File: src/cbc_pkg.sv
// Shared constants, register codes and pipeline types for the cursor clamp block
`timescale 1ns / 1ps

package cbc_pkg;

    localparam int COORD_W   = 12;                 // coordinate width
    localparam int DATA_W    = 2 * COORD_W;        // stream payload width
    localparam int ADDR_W    = 5;                  // five registers, 4-byte spacing
    localparam int APB_DW    = 32;
    localparam int PROD_W    = 2 * COORD_W + 4;    // dx2*b and sums of two of them
    localparam int MAG_W     = 2 * COORD_W + 1;    // |u-v| <= 2*a*b
    localparam int QW        = COORD_W + 1;        // |q| <= 2*a
    localparam int DIV_STEPS = QW;                 // one quotient bit per stage
    localparam int NSTG      = DIV_STEPS + 5;      // total register stages
    localparam logic [COORD_W-1:0] COORD_MAX = {COORD_W{1'b1}};

    typedef enum logic [ADDR_W-3:0] {
        REG_LEFT   = 3'd0,
        REG_TOP    = 3'd1,
        REG_RIGHT  = 3'd2,
        REG_BOTTOM = 3'd3,
        REG_SHAPE  = 3'd4
    } t_reg_idx;

    // fields carried alongside the arithmetic
    typedef struct packed {
        logic [COORD_W-1:0] px;
        logic [COORD_W-1:0] py;
        logic [COORD_W-1:0] rx;   // rectangle clamp result
        logic [COORD_W-1:0] ry;
        logic               rh;   // rhombus path taken
    } t_pass;

    // restoring divider state
    typedef struct packed {
        logic [MAG_W-1:0] rem;
        logic [QW-1:0]    q;
        logic             neg;
    } t_div;

endpackage

File: src/cursor_bound_clamp_top.sv
// Cursor confinement block: APB bound registers and an 18-stage clamp pipeline
`timescale 1ns / 1ps

// Cursor bound clamp.
// Slave stream s_* takes one item per cycle unless the pipeline is full and stalled: tdata = {pos_y, pos_x}.
// Master stream m_* returns one item per input: tdata = {clamped_y, clamped_x},
// tuser = moved (position altered by the clamp).
// APB port holds the bounds: left 0x00, top 0x04, right 0x08, bottom 0x0C,
// shape 0x10 (0 rectangle, 1 rhombus inscribed in the rectangle).
// Bounds must only change while no item is in flight.
// Throughput is one item per cycle unless the pipeline is full and stalled.
// The stages follow the rhombus path: subtract, multiplies, clamp, magnitude,
// then 13 stages of a restoring divider (one quotient bit per stage, x and y
// dividers side by side) and the output stage.
// Each stage keeps a valid bit; a stage loads whenever m_tready is high or it
// or any stage after it is empty, so bubbles close up and s_tready stays high
// while m_tready is low until all 18 stages are full. Nothing is dropped or
// repeated on a stall. Reset (synchronous, active low) empties the pipeline
// and restores the bounds to the full 0..4095 square in rectangle mode.
module cursor_bound_clamp_top
    import cbc_pkg::*;
(
    input  logic                i_clk,
    input  logic                i_rst_n,
    // input items
    input  logic                s_tvalid,
    output logic                s_tready,
    input  logic [DATA_W-1:0]   s_tdata,    // [11:0] pos_x, [23:12] pos_y
    // result items
    output logic                m_tvalid,
    input  logic                m_tready,
    output logic [DATA_W-1:0]   m_tdata,    // [11:0] clamped_x, [23:12] clamped_y
    output logic                m_tuser,    // [0] moved
    // register port
    input  logic                psel,
    input  logic                penable,
    input  logic                pwrite,
    input  logic [ADDR_W-1:0]   paddr,
    input  logic [APB_DW-1:0]   pwdata,
    output logic [APB_DW-1:0]   prdata,
    output logic                pready
);

    // ---------------- bound registers ----------------
    logic [COORD_W-1:0] r_left, r_top, r_right, r_bottom;
    logic               r_shape;
    logic               w_wr;
    t_reg_idx           w_idx;

    assign pready = 1'b1;
    assign w_wr   = psel && penable && pwrite;
    assign w_idx  = t_reg_idx'(paddr[ADDR_W-1:2]);

    always_ff @(posedge i_clk) begin
        if (!i_rst_n) begin
            r_left   <= '0;
            r_top    <= '0;
            r_right  <= COORD_MAX;
            r_bottom <= COORD_MAX;
            r_shape  <= 1'b0;
        end else if (w_wr) begin
            case (w_idx)
                REG_LEFT:   r_left   <= pwdata[COORD_W-1:0];
                REG_TOP:    r_top    <= pwdata[COORD_W-1:0];
                REG_RIGHT:  r_right  <= pwdata[COORD_W-1:0];
                REG_BOTTOM: r_bottom <= pwdata[COORD_W-1:0];
                REG_SHAPE:  r_shape  <= pwdata[0];
                default: ;
            endcase
        end
    end

    always_comb begin
        case (w_idx)
            REG_LEFT:   prdata = APB_DW'(r_left);
            REG_TOP:    prdata = APB_DW'(r_top);
            REG_RIGHT:  prdata = APB_DW'(r_right);
            REG_BOTTOM: prdata = APB_DW'(r_bottom);
            REG_SHAPE:  prdata = APB_DW'(r_shape);
            default:    prdata = '0;
        endcase
    end

    // Width and height of the region; only meaningful when both are positive.
    logic [COORD_W-1:0] w_a, w_b;
    assign w_a = r_right - r_left;
    assign w_b = r_bottom - r_top;

    // ---------------- flow control ----------------
    // Stage k loads when the sink is ready (m_tready) or any stage from k on is empty.
    logic [NSTG-1:0] r_vld, n_vld, w_en;

    always_comb begin
        for (int k = 0; k < NSTG; k++) begin
            w_en[k] = m_tready || (|(~r_vld & ({NSTG{1'b1}} << k)));
        end
        n_vld = (w_en & {r_vld[NSTG-2:0], s_tvalid}) | (~w_en & r_vld);
    end

    always_ff @(posedge i_clk) begin
        if (!i_rst_n) begin
            r_vld <= '0;
        end else begin
            r_vld <= n_vld;
        end
    end

    assign s_tready = w_en[0];
    assign m_tvalid = r_vld[NSTG-1];

    // ---------------- stage 0: offsets and rectangle clamp ----------------
    logic [COORD_W-1:0]        w_px, w_py, w_rx0, w_ry0;
    logic signed [COORD_W+2:0] w_dx2, w_dy2;
    t_pass                     w_pass0;

    assign w_px = s_tdata[COORD_W-1:0];
    assign w_py = s_tdata[DATA_W-1:COORD_W];

    always_comb begin
        w_dx2 = $signed({2'b0, w_px, 1'b0}) - $signed({3'b0, r_left})
              - $signed({3'b0, r_right});
        w_dy2 = $signed({2'b0, w_py, 1'b0}) - $signed({3'b0, r_top})
              - $signed({3'b0, r_bottom});
        // raise to the low bound, then lower to the high one
        w_rx0 = (w_px < r_left) ? r_left : w_px;
        w_ry0 = (w_py < r_top) ? r_top : w_py;
        w_pass0.px = w_px;
        w_pass0.py = w_py;
        w_pass0.rx = (w_rx0 > r_right) ? r_right : w_rx0;
        w_pass0.ry = (w_ry0 > r_bottom) ? r_bottom : w_ry0;
        w_pass0.rh = r_shape && (r_right > r_left) && (r_bottom > r_top);
    end

    t_pass                     r_pass [NSTG-1];
    logic signed [COORD_W+2:0] r_dx2, r_dy2;

    always_ff @(posedge i_clk) begin
        if (w_en[0]) begin
            r_pass[0] <= w_pass0;
            r_dx2     <= w_dx2;
            r_dy2     <= w_dy2;
        end
    end

    for (genvar k = 1; k < NSTG - 1; k++) begin : g_pass
        always_ff @(posedge i_clk) begin
            if (w_en[k]) begin
                r_pass[k] <= r_pass[k-1];
            end
        end
    end

    // ---------------- stage 1: products ----------------
    logic signed [PROD_W-1:0] r_p1, r_p2;
    logic [2*COORD_W-1:0]     r_ab;

    always_ff @(posedge i_clk) begin
        if (w_en[1]) begin
            r_p1 <= r_dx2 * $signed({1'b0, w_b});
            r_p2 <= r_dy2 * $signed({1'b0, w_a});
            r_ab <= w_a * w_b;
        end
    end

    // ---------------- stage 2: u, v clamped to +-a*b ----------------
    logic signed [PROD_W-1:0] w_u, w_v, w_lim, w_uc, w_vc;
    logic signed [MAG_W-1:0]  r_u, r_v;

    always_comb begin
        w_u   = r_p1 + r_p2;
        w_v   = r_p2 - r_p1;
        w_lim = $signed({4'b0, r_ab});
        w_uc  = (w_u > w_lim) ? w_lim : ((w_u < -w_lim) ? -w_lim : w_u);
        w_vc  = (w_v > w_lim) ? w_lim : ((w_v < -w_lim) ? -w_lim : w_v);
    end

    always_ff @(posedge i_clk) begin
        if (w_en[2]) begin
            r_u <= w_uc[MAG_W-1:0];
            r_v <= w_vc[MAG_W-1:0];
        end
    end

    // ---------------- stage 3: sign and magnitude of dividends ----------------
    logic signed [MAG_W:0] w_dif, w_sum, w_dif_abs, w_sum_abs;
    t_div                  r_divx [DIV_STEPS+1];
    t_div                  r_divy [DIV_STEPS+1];

    always_comb begin
        w_dif     = (MAG_W+1)'(r_u) - (MAG_W+1)'(r_v);
        w_sum     = (MAG_W+1)'(r_u) + (MAG_W+1)'(r_v);
        w_dif_abs = w_dif[MAG_W] ? -w_dif : w_dif;
        w_sum_abs = w_sum[MAG_W] ? -w_sum : w_sum;
    end

    always_ff @(posedge i_clk) begin
        if (w_en[3]) begin
            r_divx[0] <= '{rem: w_dif_abs[MAG_W-1:0], q: '0, neg: w_dif[MAG_W]};
            r_divy[0] <= '{rem: w_sum_abs[MAG_W-1:0], q: '0, neg: w_sum[MAG_W]};
        end
    end

    // ---------------- stages 4..16: restoring divide, MSB first ----------------
    // x: (u-v)/b, y: (u+v)/a. The quotient fits QW bits, so the first trial
    // subtracts the divisor shifted up by QW-1.
    for (genvar k = 0; k < DIV_STEPS; k++) begin : g_div
        localparam int BIT = QW - 1 - k;
        logic [MAG_W:0] w_trx, w_try;
        t_div           w_nx, w_ny;

        always_comb begin
            w_trx = {1'b0, r_divx[k].rem}
                  - ({{(MAG_W+1-COORD_W){1'b0}}, w_b} << BIT);
            w_try = {1'b0, r_divy[k].rem}
                  - ({{(MAG_W+1-COORD_W){1'b0}}, w_a} << BIT);
            w_nx = r_divx[k];
            w_ny = r_divy[k];
            if (!w_trx[MAG_W]) begin
                w_nx.rem    = w_trx[MAG_W-1:0];
                w_nx.q[BIT] = 1'b1;
            end
            if (!w_try[MAG_W]) begin
                w_ny.rem    = w_try[MAG_W-1:0];
                w_ny.q[BIT] = 1'b1;
            end
        end

        always_ff @(posedge i_clk) begin
            if (w_en[4+k]) begin
                r_divx[k+1] <= w_nx;
                r_divy[k+1] <= w_ny;
            end
        end
    end

    // ---------------- stage 17: halve, recentre, select, output ----------------
    // q/2 toward zero is a shift of the magnitude; the recentred sum is never
    // negative, so the last halving is a shift as well.
    logic [COORD_W-1:0] w_hx, w_hy;
    logic [COORD_W+2:0] w_sx, w_sy;
    logic [COORD_W:0]   w_nx, w_ny;
    t_pass              w_pf;

    always_comb begin
        w_pf = r_pass[NSTG-2];
        w_hx = r_divx[DIV_STEPS].q[QW-1:1];
        w_hy = r_divy[DIV_STEPS].q[QW-1:1];
        w_sx = {3'b0, r_left} + {3'b0, r_right};
        w_sy = {3'b0, r_top} + {3'b0, r_bottom};
        w_sx = r_divx[DIV_STEPS].neg ? (w_sx - {3'b0, w_hx}) : (w_sx + {3'b0, w_hx});
        w_sy = r_divy[DIV_STEPS].neg ? (w_sy - {3'b0, w_hy}) : (w_sy + {3'b0, w_hy});
        w_nx = w_pf.rh ? w_sx[COORD_W+1:1] : {1'b0, w_pf.rx};
        w_ny = w_pf.rh ? w_sy[COORD_W+1:1] : {1'b0, w_pf.ry};
    end

    logic [COORD_W-1:0] r_out_x, r_out_y;
    logic               r_out_mv;

    always_ff @(posedge i_clk) begin
        if (w_en[NSTG-1]) begin
            r_out_x  <= w_nx[COORD_W-1:0];
            r_out_y  <= w_ny[COORD_W-1:0];
            r_out_mv <= (w_nx != {1'b0, w_pf.px}) || (w_ny != {1'b0, w_pf.py});
        end
    end

    assign m_tdata = {r_out_y, r_out_x};
    assign m_tuser = r_out_mv;

endmodule

File: config.mk
export PLATFORM = sky130hd
export DESIGN_NAME = cursor_bound_clamp_top
export DESIGN_NICKNAME = d
export VERILOG_FILES = /design/src/cbc_pkg.sv /design/src/cursor_bound_clamp_top.sv
export SDC_FILE = /design/constraint.sdc
export NUM_CORES = 2
export LEC_CHECK = 0
export BUFFER_PORTS_ARGS = -buffer_cell sky130_fd_sc_hd__buf_2
export CAP_MARGIN = 15
export CORE_MARGIN = 3
export CORE_UTILIZATION = 30
export CTS_BUF_LIST = sky130_fd_sc_hd__clkbuf_16
export DETAILED_ROUTE_END_ITERATION = 10
export PLACE_DENSITY_LB_ADDON = 0.2
export SLEW_MARGIN = 20
export SYNTH_ARGS = -nofsm -noshare
export SYNTH_HDL_FRONTEND = slang
export SYNTH_SLANG_ARGS = --single-unit
File: constraint.sdc
create_clock -name i_clk -period 10.5 [get_ports i_clk]
set_input_delay 0.525 -clock i_clk [delete_from_list [all_inputs] [get_ports i_clk]]
set_output_delay 0.525 -clock i_clk [all_outputs]
set_load 0.01 [all_outputs]
# Yosys cells after proc, flatten, opt, wreduce, memory -nomap -nowiden
# Memories as Yosys holds them, arrays and structs flattened.
# Index checks and enable logic that the tools add are counted.
[word_totals] regBits=252 latch_bits=0 mem_bits_rw=1925 rom_bits=0 mem_count=3
[op_classes] add_sub_neg=45 n_mul=3 div=0 n_lt_le_gt_ge=10 n_eq_ne=6 shifts=0 n_mux=99 n_bitwise=5 reduce_logical=46
[memory_table] memory="r_pass" words=17 width=49 read_ports=17 rd_clocked_by_memory_dff=0 wr=17 line="cursor_bound_clamp_top.sv:134" source="t_pass r_pass [NSTG-1];"
[memory_table] memory="r_divx" words=14 width=39 read_ports=14 rd_clocked_by_memory_dff=0 wr=14 line="cursor_bound_clamp_top.sv:186" source="t_div r_divx [DIV_STEPS+1];"
[memory_table] memory="r_divy" words=14 width=39 read_ports=14 rd_clocked_by_memory_dff=0 wr=14 line="cursor_bound_clamp_top.sv:187" source="t_div r_divy [DIV_STEPS+1];"
[ops] op="$mux 25" n=28
[ops] op="$pmux 12 s5" n=1
[ops] op="$mux 1" n=58
[ops] op="$gt 28x25->1" n=2
[ops] op="$lt 28x28->1" n=2
[ops] op="$mul 15x13->28" n=2
[ops] op="$sub 13x12->14" n=4
[ops] op="$mux 26" n=2
[ops] op="$sub 25x12->26" n=2
[ops] op="$sub 25x13->26" n=2
[ops] op="$sub 25x14->26" n=2
[ops] op="$sub 25x15->26" n=2
[ops] op="$sub 25x16->26" n=2
[ops] op="$sub 25x17->26" n=2
[ops] op="$sub 25x18->26" n=2
[ops] op="$sub 25x19->26" n=2
[ops] op="$sub 25x20->26" n=2
[ops] op="$sub 25x21->26" n=2
[ops] op="$sub 25x22->26" n=2
[ops] op="$sub 25x23->26" n=2
[ops] op="$sub 25x24->26" n=2
[ops] op="$neg 25->25" n=2
[ops] op="$gt 12x12->1" n=4
[ops] op="$mux 12" n=4
[ops] op="42 further kinds" n=79

# Logic depth before layout (Yosys ltp)
[logic_depth] word_depth=6 mapped_depth=37 ltp_nobuf=36

# Least setup slack after synthesis
# Ideal clock, no wire load.
[synth_timing] path_type="flip-flop to flip-flop" start="reg r_top[0]" end="reg r_p1[27] (data pin)" t_arrival_ns=7.969 slack_ns=2.272 path_stages_with_launch=37 n_path_buf=1 cell_sequence="dfxtp_1 ha_1 inv_1 fa_1 a21oi_1 nor2_1 nor2_1 o21ai_0 a21oi_1 o21bai_1 a21oi_1 o21bai_1 a21oi_1 xnor2_1 clkbuf_1 and2_1 ha_1 inv_1 fa_1 inv_1 fa_1 fa_1 inv_1 fa_1 inv_1 ha_1 and3_1 a221oi_1 nor2_1 a41o_1 o41ai_1 o21ai_0 o21a_1 or3_1 a31oi_1 a21oi_1 xnor2_1"
[synth_via] elab_chain_len=2
[synth_lines] element="from (decl)" line="cursor_bound_clamp_top.sv:45" source="logic [COORD_W-1:0] r_left, r_top, r_right, r_bottom;"
[synth_lines] element="from (signal assigned)" line="cursor_bound_clamp_top.sv:64" source="REG_TOP: r_top <= pwdata[COORD_W-1:0];"
[synth_lines] element="$sub 12x12->12" line="cursor_bound_clamp_top.sv:87" source="assign w_b = r_bottom - r_top;"
[synth_lines] element="$mul 15x13->28" line="cursor_bound_clamp_top.sv:159" source="r_p1 <= r_dx2 * $signed({1'b0, w_b});"
[synth_lines] element="to (signal assigned)" line="cursor_bound_clamp_top.sv:159"
[synth_lines] element="to (decl)" line="cursor_bound_clamp_top.sv:154" source="logic signed [PROD_W-1:0] r_p1, r_p2;"
# No other way between the ends.
# A chain may end at the register's enable or synchronous reset.

# Final worst setup path
[layout_timing] start="reg r_bottom[0]" end="reg r_p1[27] (data pin)"
[layout_via] elab_chain_len=2
[layout_lines] element="from (decl)" line="cursor_bound_clamp_top.sv:45"
[layout_lines] element="from (signal assigned)" line="cursor_bound_clamp_top.sv:66" source="REG_BOTTOM: r_bottom <= pwdata[COORD_W-1:0];"
[layout_lines] element="$sub 12x12->12" line="cursor_bound_clamp_top.sv:87"
[layout_lines] element="$mul 15x13->28" line="cursor_bound_clamp_top.sv:159"
# No other way between the ends.

==> results.cfg <==
[place]
io_buffer_count = 84
place_congestion = 0.8742
dp.cells = 13920
dpl.hpwl_um = 202900

[route]
wl_met1_um = 125600
drt_first_pass_iters = 5
via_per_inst = 4.678
drt_iter0_markers = 3897
wire_per_inst_um = 18.37
dr_wl_met3_um = 8872
vias = 67100
highest_layer = met4
remaining_drc_errors = 0
ant_nets = 0
met2WireLength_um = 122300
wl_um = 263400

[critical_path]
crit_path_frequent_cell = inv_1
crit_type = reg2reg
cp.required_ns = 11.11
cp_slowest_cell = fa_1
endpoint_kind = flip-flop
reg2regPathDepth = 38
arrival_ns = 10.13
cp-startpoint = r_bottom[0]$_SDFFE_PN1P_
worstPathMaxFanout = 15
slowest_delay_ns = 0.58
r2r_start = r_bottom[0]$_SDFFE_PN1P_
startpoint_type = flip-flop

[floorplanning]
rows = 220
ios = 128
dieArea_mm2 = 0.3715
die_x_um = 609.5
design.core.area_mm2 = 0.3609
initial_core_util_pct = 30.28
die_h_um = 609.5

[clock_tree]
cts.sinks = 1869
cts_buffers = 209
cts_root_buf = clkbuf_16
clkTransAtPathRegs_ns = 0.06
clockBufferDepth = 4
htreeDepth = 4
cts_tree = yes
worstSkewPairLatency_ns = 0.89

[grt]
grt_pass1_wl_um = 412300
antenna_found_initial = 24
grt_overflow = 0
grt_start_max_net_pins = 76
grt_use_total_pct = 14.06
grt_pass1_vias = 69370

[synth]
synth-edff-count = 1802
async_reset_ff_share_pct = 0
ys_ff_latch = 1869
synth_seq_area_share_pct = 50.75
syn_area_mm2 = 0.1093
synth_ff_type = edfxtp_1
ys_types = 91
syn_inst = 9200
syn_avg_cell_area_um2 = 11.88
yosysWarnings = 0

[layout]
mostFrequentLayoutCell = edfxtp_1
finish.utilization_pct = 34.04
syn2layout_area_growth_pct = 12.44
nFillCells = 35250
fin_nets = 10790
final_cell_mix = 1,802 x edfxtp_1, 1,037 x inv_1, 851 x ha_1, 727 x nand2_1, 562 x nor2_1
multiInputGateArea_mm2 = 0.04938
drive_gt1_share_pct = 7.507
final_cells = 14340
seq_area_mm2 = 0.05545

[sta]
setup_violations = 0
finalCriticalPeriod_ns = 9.521
hold_viol_final = 0
relSlewSlack_pct = 17.41
slew_violations = 0
fin_crit_sh_pct = 90.68
max_clock_freq_mhz = 105.0
fin_tns_setup_ns = 0
worst_pin_slew_ns = 1.230
finClkSkew_ns = 0.08684
rsz0062_at_grt = no

[min_path]
hold_start = s_tdata[11]
min_path_cells = 1
hold_class = in2reg

[run_status]
status = finished clean

[job]
cap_violations = 0
## cell usage after synthesis (17+ instances only)
master / number / area share (%)
a211oi_1: 39 / 0.27
a21boi_0: 43 / 0.30
a21o_1: 138 / 0.95
a21oi_1: 523 / 2.4
a31oi_1: 49 / 0.28
and2_1: 130 / 0.74
and3_1: 48 / 0.27
buf_4: 22 / 0.15
clkbuf_1: 213 / 0.73
dfxtp_1: 67 / 1.2
edfxtp_1: 1802 / 50
fa_1: 472 / 8.6
ha_1: 853 / 9.8
inv_1: 1004 / 3.4
mux2_2: 119 / 1.2
mux2i_1: 75 / 0.69
nand2_1: 734 / 2.5
nand2b_1: 106 / 0.61
nand3_1: 91 / 0.42
nand4_1: 51 / 0.29
nor2_1: 563 / 1.9
nor2b_1: 176 / 1.0
nor3_1: 174 / 0.80
nor4_1: 51 / 0.29
o211ai_1: 41 / 0.28
o21a_1: 76 / 0.52
o21ai_0: 386 / 1.8
o21bai_1: 75 / 0.52
o22ai_1: 18 / 0.10
o31ai_1: 52 / 0.36
or2_2: 26 / 0.15
or3_1: 53 / 0.30
or4_1: 17 / 0.12
xnor2_1: 447 / 3.6
xor2_1: 188 / 1.5
## sequential cells by signal, indices dropped and copies added, names as in the netlist, 24 cells and up, named ones only
register / cells
r_divx: 392
r_p2: 28
r_pass: 833
r_divy: 392
r_v: 25
r_ab: 24
r_p1: 28
r_u: 25
## through the flow
step	instance area, um2	setup WS (ns)	hold WS (ns)
CTS	122800	1.007	0.001217
floorplan	109300	2.272	0.4003
global route	122800	0.3962	0.02119
finish	122800	0.9788	0.08958
detailed placement	115800	1.071	0.4045
global placement	115800	1.012	0.4006
## layout make-up
| class | instances | share of cell area, % |
|---|---|---|
| clock buffers | 209 | 4.257 |
| flip-flops and latches | 1869 | 45.14 |
| clock inverters | 173 | 1.173 |
| inverters | 1012 | 3.112 |
| diodes | 6 | 0.01222 |
| well taps | 4773 | 4.861 |
| repair buffers | 220 | 1.249 |
| multi-input cells | 6082 | 40.20 |
## routing by layer
metal  vias up  global-route usage (%)
met2      1160                   23.01
met3       360                   1.405
met5         -                       0
li1      32770                       -
met4         0                   3.707
met1     32810                   19.83
## timing repair
item	4_1_cts	5_1_grt
buffers inserted	0	0
hold buffers	37	0
resized for setup	0	0
endpoints found under the hold margin	67	0
## worst max-delay path, delay by kind of cell (launching register included)
kind	cells	cell delay [ns]
AO/OA/AOI/OAI	14	3.09
XOR/XNOR	2	0.51
adder cells (fa/ha/maj)	8	3.32
buffers and inverters	8	0.90
flip-flops	1	0.36
AND/OR/NAND/NOR	6	1.03
## kinds of logic (layout without fill, tap and decap cells)
family          Yosys count  count (layout)  synth area share [%]
simple gates           2272            2272                 9.859
compound gates         1624            1624                 9.282
mux                     205             205                 2.140
flops                  1869            1869                 50.75
fa+ha+maj              1325            1325                 18.42
xor+xnor                635             635                 5.090
buf+inv                1268            1614                 4.450
other cells               2              27              0.006874
## final timing paths
kind,endpoint,slack [ns]
setup / recovery,r_p1[27]$_DFFE_PN_,0.98
hold / removal,r_pass[0][48]$_DFFE_PN_,0.09
setup reg to reg,r_p1[27]$_DFFE_PN_,0.98
hold reg to reg,r_pass[0][778]$_DFFE_PN_,0.37
Power is not shown: default switching activity piles up to over one toggle a cycle in this logic, so the estimate is an artifact.
